<file path="config.mk">
export PLATFORM = sky130hd
export DESIGN_NAME = flbh_ctrl
export DESIGN_NICKNAME = d
export VERILOG_FILES = /design/src/hdl/flbh_pkg.sv /design/src/hdl/flbh_ctrl.sv
export SDC_FILE = /design/constraint.sdc
export NUM_CORES = 1
export LEC_CHECK = 0
export BUFFER_PORTS_ARGS = -buffer_cell sky130_fd_sc_hd__buf_2
export CAP_MARGIN = 15
export CORE_AREA = 2 2 39 41
export DETAILED_ROUTE_END_ITERATION = 10
export DIE_AREA = 0 0 41 43
export GPL_ROUTABILITY_DRIVEN = 0
export PLACE_DENSITY = 0.62
export SLEW_MARGIN = 10
export SYNTH_ARGS = -nofsm -noshare
export SYNTH_HDL_FRONTEND = slang
export SYNTH_SLANG_ARGS = --single-unit
export TNS_END_PERCENT = 50
</file>
<file path="constraint.sdc">
create_clock -name aclk -period 2.57 [get_ports aclk]
set_clock_uncertainty 0.1 [all_clocks]
set_input_delay 0.3855 -clock aclk [delete_from_list [all_inputs] [get_ports aclk]]
set_output_delay 0.3855 -clock aclk [all_outputs]
set_load 0.02 [all_outputs]
</file>
<file path="src/hdl/flbh_pkg.sv">
package flbh_pkg;

    localparam int LaneW = 32;

    typedef logic [LaneW-1:0] word_t;

    typedef struct packed {
        logic load_byte;
        logic load_pad;
        logic start_round;
        logic reload;
    } cmd_t;

    typedef struct packed {
        logic [5:0] pos;
        logic       round_done;
        logic       sub_done;
    } stat_t;

    localparam word_t LaneStart [4] = '{
        32'd1700003491, 32'd2117061241, 32'd3333300367, 32'd4127628919
    };

    function automatic word_t prime(input logic [3:0] i);
        word_t r;
        case (i)
            4'd0:  r = 32'd9257;
            4'd1:  r = 32'd1855519;
            4'd2:  r = 32'd2958503;
            4'd3:  r = 32'd1001750039;
            4'd4:  r = 32'd1000000007;
            4'd5:  r = 32'd1000003519;
            4'd6:  r = 32'd2000004359;
            4'd7:  r = 32'd2010751433;
            4'd8:  r = 32'd2010759071;
            4'd9:  r = 32'd3000253777;
            4'd10: r = 32'd3000261653;
            4'd11: r = 32'd3501650023;
            4'd12: r = 32'd3802051789;
            4'd13: r = 32'd4002954971;
            4'd14: r = 32'd4102703677;
            default: r = 32'd4202950013;
        endcase
        return r;
    endfunction

    function automatic word_t pad_word(input logic [3:0] i);
        word_t r;
        case (i)
            4'd0:  r = 32'd2718281828;
            4'd1:  r = 32'd459045235;
            4'd2:  r = 32'd3602874713;
            4'd3:  r = 32'd526624977;
            4'd4:  r = 32'd572470936;
            4'd5:  r = 32'd999595749;
            4'd6:  r = 32'd669676277;
            4'd7:  r = 32'd2407663035;
            4'd8:  r = 32'd3547594571;
            4'd9:  r = 32'd3821785251;
            4'd10: r = 32'd664274274;
            4'd11: r = 32'd6639193;
            4'd12: r = 32'd200305992;
            4'd13: r = 32'd181741;
            4'd14: r = 32'd359662904;
            default: r = 32'd357290033;
        endcase
        return r;
    endfunction

    function automatic word_t sx8(input logic [7:0] b);
        return {{24{b[7]}}, b};
    endfunction

    function automatic word_t byte_mix(input logic [7:0] t, input logic [7:0] n);
        logic [7:0] r;
        r = {t[5:0], 2'b00} ^ {{3{t[7]}}, t[7:3]} ^ n;
        return sx8(r);
    endfunction

endpackage

</file>
<file path="src/hdl/flbh_ctrl.sv">
module flbh_ctrl (
    input  logic            aclk,
    input  logic            aresetn,
    input  logic            in_fire,
    input  logic            in_last,
    input  logic            out_ready,
    input  flbh_pkg::stat_t stat,
    output flbh_pkg::cmd_t  cmd,
    output logic            in_ready,
    output logic            out_valid
);

    typedef enum logic [4:0] {
        IDLE  = 5'b00001,
        ROUND = 5'b00010,
        WAIT  = 5'b00100,
        PAD   = 5'b01000,
        OUT   = 5'b10000
    } state_t;

    state_t state_reg, state_next;
    logic   last_reg, last_next;
    logic   wrap;

    assign wrap = (stat.pos[3:0] == 4'hf);

    always_comb begin
        state_next = state_reg;
        last_next  = last_reg;
        cmd        = '0;
        in_ready   = (state_reg == IDLE);
        out_valid  = (state_reg == OUT);
        case (state_reg)
            IDLE: begin
                if (in_fire) begin
                    cmd.load_byte = 1'b1;
                    last_next     = in_last;
                    if (wrap) state_next = ROUND;
                    else if (in_last) state_next = PAD;
                end
            end
            ROUND: begin
                cmd.start_round = 1'b1;
                state_next      = WAIT;
            end
            WAIT: begin
                if (stat.sub_done) begin
                    if (!last_reg) state_next = IDLE;
                    else if (stat.pos == 6'd0) state_next = OUT;
                    else state_next = PAD;
                end else if (stat.round_done) begin
                    state_next = ROUND;
                end
            end
            PAD: begin
                cmd.load_pad = 1'b1;
                if (wrap) state_next = ROUND;
            end
            OUT: begin
                if (out_ready) begin
                    cmd.reload = 1'b1;
                    state_next = IDLE;
                end
            end
            default: state_next = IDLE;
        endcase
    end

    always_ff @(posedge aclk) begin
        if (!aresetn) begin
            state_reg <= IDLE;
            last_reg  <= 1'b0;
        end else begin
            state_reg <= state_next;
            last_reg  <= last_next;
        end
    end

endmodule

</file>
=== Word level (Yosys, flattened, before mapping) ===
Cells that the tools add are included.

* Register bits after elaboration: 6
* Bits of input ports: 13
* Output and inout bits: 6
* Logic and storage cells: 32

* Equality and inequality tests: 11
* Multiplexer cells: 16
* Reductions and logical operators: 3

{| class="wikitable"
|+ Operator list
! operator !! number
|-
| two-way mux 5 bit || 9
|-
| one-hot mux 5 bit (5 select lines) || 1
|-
| logical NOT 6 bit || 1
|-
| two-way mux 1 bit || 6
|-
| != test 2 bit, second input constant || 3
|-
| == test 5 x 1 -> 1 bit, second input constant || 1
|-
| == test 5 x 2 -> 1 bit, second input constant || 1
|-
| == test 5 x 3 -> 1 bit, second input constant || 1
|-
| == test 5 x 4 -> 1 bit, second input constant || 1
|-
| == test 5 bit, second input constant || 1
|-
| AND reduction 5 bit || 1
|-
| == test 4 bit, second input constant || 1
|-
| != test 3 x 2 -> 1 bit, second input constant || 1
|-
| != test 3 bit, second input constant || 1
|-
| AND reduction 2 bit || 1
|}

=== Longest topological paths before layout ===
* Depth after elaboration: 5
* Gate-level depth with buffers: 5
* Mapped depth without buffers: 4

=== Worst setup path before layout ===
OpenSTA, ideal clock, no wires.

* Path kind: flip-flop to output port
* Start: reg state_reg[1]
* End: out cmd[0] (netlist name)
* Data arrival time: 1.430 ns
* Required time: 2.085 ns
* Setup slack: 0.655 ns
* Cell stages (with the launch flop): 4
* Buffers on the path: 0
* Cell sequence: dfxtp_1 > nor2_1 > nor4b_2 > and2_1

{| class="wikitable"
|+ RTL lines
! item !! line !! source
|-
| start: declaration || flbh_ctrl.sv:21 || <nowiki>state_t state_reg, state_next;</nowiki>
|-
| start signal: assignment || flbh_ctrl.sv:74 || <nowiki>state_reg <= state_next;</nowiki>
|-
| end: declaration || flbh_ctrl.sv:8 || <nowiki>output flbh_pkg::cmd_t cmd,</nowiki>
|}

==> impl_results.md <==
- Status: completed
- Area delta synth->final: 24.75%
- Number of distinct library cells after synthesis: 36
- Max Cap Viol: 0
- Dominant synthesized flop cell: dfxtp_1
- Final hold violations: 0
- LEAKAGE: 0.2630 nW
- Largest net degree at the start of global routing: 14
- Initial drt markers: 10
- Setup TNS: 0 ns
- Async S/R FF share, synth: 0%
- Number of flip-flops in the largest register: 5
- #FFs+latches synth: 6
- Post-synth top area share: 23.76%
- Commonest cells in the netlist: 6 x dfxtp_1, 4 x inv_1, 4 x nor2b_1
- Post-route clock period utilization: 78.30%
- Critical path depth in cells: 4
- Ant. Diodes: 0
- WP data required: 2.08 ns
- Clock Pin Slew Worst Setup and Hold Paths: 0.05 ns
- Worst slew margin: 71.86%
- Mapped Avg Cell Area: 8.868 um^2
- Sequential share of the synthesized area: 23.76%
- R2R Path Start: state_reg[0]$_SDFFE_PN1P_
- DIE HEIGHT: 43 um
- Delay of the slowest critical-path stage: 0.37 ns
- Global route overflow: 0
- Finished Layout Cells: 93
- Worst reg2reg endpoint: state_reg[0]$_SDFFE_PN1P_
- Gate count after technology mapping: 57
- Flop2flop setup slack: 0.94 ns
- Cell chain of the critical path: nor2_1 > nor4b_2 > and2_1 > buf_2
- Total setup buffers inserted after CTS: 0
- Layout cells sized above 1: 40.26%
- Core area: 1384 um^2
- Num CTS Buffers: 3
- DR top layer: met4
- Post-DP HPWL: 941.1 um
- Vias in the first global route: 416
- Fin nets: 92
- Met2 wire len: 563 um
- Antenna violations before repair: 0
- Critical Path Source: state_reg[1]$_SDFFE_PN0P_
- Warnings, synthesis: 0
- DR vias/cell: 5.645
- Crit. End Element: primary output
- Worst vdd ir: 0.3386 mV
- Slowest-stage cell, CP: dfxtp_1
- CTS tree: yes
- Starting density of the core: 36.53%
- DIE WIDTH: 41 um
- Cell taking the most area after synthesis: dfxtp_1
- Peak Freq: 497.0 MHz
- Crit path launch type: flop
- Crit Path Max Fanout: 6
- Worst Hold Class: primary input to flop
- CTS hold repair buffers: 0
- Routed length per instance: 12.57 um
- Setup violators final: 0
- Reg2reg path depth: 4
- Remaining antenna violation count: 0
- Max Root-Sink Buffers: 2
- Post-Syn Area: 505.5 um^2
- Post-synth EDFFs: 0
- I/O pin count: 19
- Period minus WS final: 2.012 ns
- PortBufs: 18
- H-tree depth: 1
- Post-CTS sizing: 0
- Top post-synthesis cells by area: dfxtp_1 24%, nor2b_1 5.0%, nor3b_1 4.5%
- Clock root buffer: clkbuf_4
- DRC: 0
- Crit path buf inv count: 1
- Total GRT Usage: 15.46%
- Unrepaired setup endpoints after global routing: no
- Cell Rows: 14
- Pwr dens: 734.4 nW/um^2
- Final Slew Violations: 0
- Metal3 WL: 37 um
- Setup crit end: cmd[0]
- Clk Latency, worst-skew pair: 0.25 ns
- Cell family with most CP delay: simple AND/OR/NAND/NOR gates
- Synth Net Count: 70
- Worst EP arrival: 1.53 ns
- CTS sink count: 6
- Drt pass-1 iters: 4
- Critical path class: flop to primary output
- Die ar.: 1763 um^2
- First-pass GRT wire length: 1.849 mm
- Worst slew pin tran: 0.4215 ns
- Most common cell in the netlist: dfxtp_1
- Via count: 525
- Total Wirelength: 1.169 mm
- M1 WL: 549 um
- DP Cell Count: 90
-- kinds of logic (layout without fill, tap and decap cells) --
logic type | after synthesis | after routing | share of synthesized area, %
AOI/OAI and AO/OA | 13 | 13 | 21.54
buffers and inverters | 5 | 25 | 4.455
DFF | 6 | 6 | 23.76
and+or+nand+nor | 33 | 33 | 50.25
-- placed cells by master (no fill, tap or decap), types with 2 or more instances in the layout --
master    count
a21oi_1       2
and3_1        2
buf_2        18
clkbuf_4      3
dfxtp_1       6
inv_1         4
nand3_1       2
nand4_1       3
nor2_1        3
nor2b_1       4
nor3b_1       3
o21ai_0       2
-- routing by layer --
| layer | up-vias | GRT usage (%) |
|---|---|---|
| met3 | 2 | 3.141 |
| met1 | 249 | 22.51 |
| met5 | - | 0 |
| met4 | 0 | 8.000 |
| met2 | 10 | 20.63 |
| li1 | 264 | - |
-- final cells by class --
type                            instances  area [um^2]
Clock buffer                            3        22.52
Fill cell                             136        753.2
Inverter                                4        15.01
Multi-Input combinational cell         46        362.8
Sequential cell                         6        120.1
Tap cell                               16        20.02
Timing Repair Buffer                   18        90.09
-- worst min path at each step --
stage / endpoint / depth (start not counted) / from / slack [ns]
global placement: last_reg$_SDFFE_PN0P_ / 2 / last_reg$_SDFFE_PN0P_ / 0.37
detailed placement: last_reg$_SDFFE_PN0P_ / 2 / last_reg$_SDFFE_PN0P_ / 0.37
floorplan: last_reg$_SDFFE_PN0P_ / 2 / last_reg$_SDFFE_PN0P_ / 0.34
finish: last_reg$_SDFFE_PN0P_ / 3 / in_last / 0.32
CTS: last_reg$_SDFFE_PN0P_ / 3 / in_last / 0.32
global route: last_reg$_SDFFE_PN0P_ / 3 / in_last / 0.34
-- through the flow --
step / worst slack [ns] / total power [W] / hold slack, ns / utilization (%) / cell area [um^2]
floorplan: 0.6549 / 0.0003193 / 0.3432 / - / 505.5
global placement: 0.8526 / 0.0003724 / 0.3721 / 43.94 / 608.1
detailed placement: 0.8267 / 0.0003712 / 0.3722 / 43.94 / 608.1
CTS: 0.5547 / 0.0004637 / 0.3228 / 45.57 / 630.6
global route: 0.4296 / 0.0004916 / 0.3380 / 45.57 / 630.6
finish: 0.5578 / 0.0004631 / 0.3171 / 45.57 / 630.6
-- power breakdown --
part	switching, W	total [W]	leakage [nW]	internal (W)
combinational	0.000108	0.000219	0.200	0.000111
clock	0.0000390	0.0000921	0.0138	0.0000532
sequential	0.0000417	0.000152	0.0489	0.000110
total	0.000189	0.000463	0.263	0.000274
-- worst min-delay path, stage by stage --
cell and delay [ns]:
buf_2 0.12, nand3_1 0.06, a21oi_1 0.05
(Power assumes the default switching activity.)
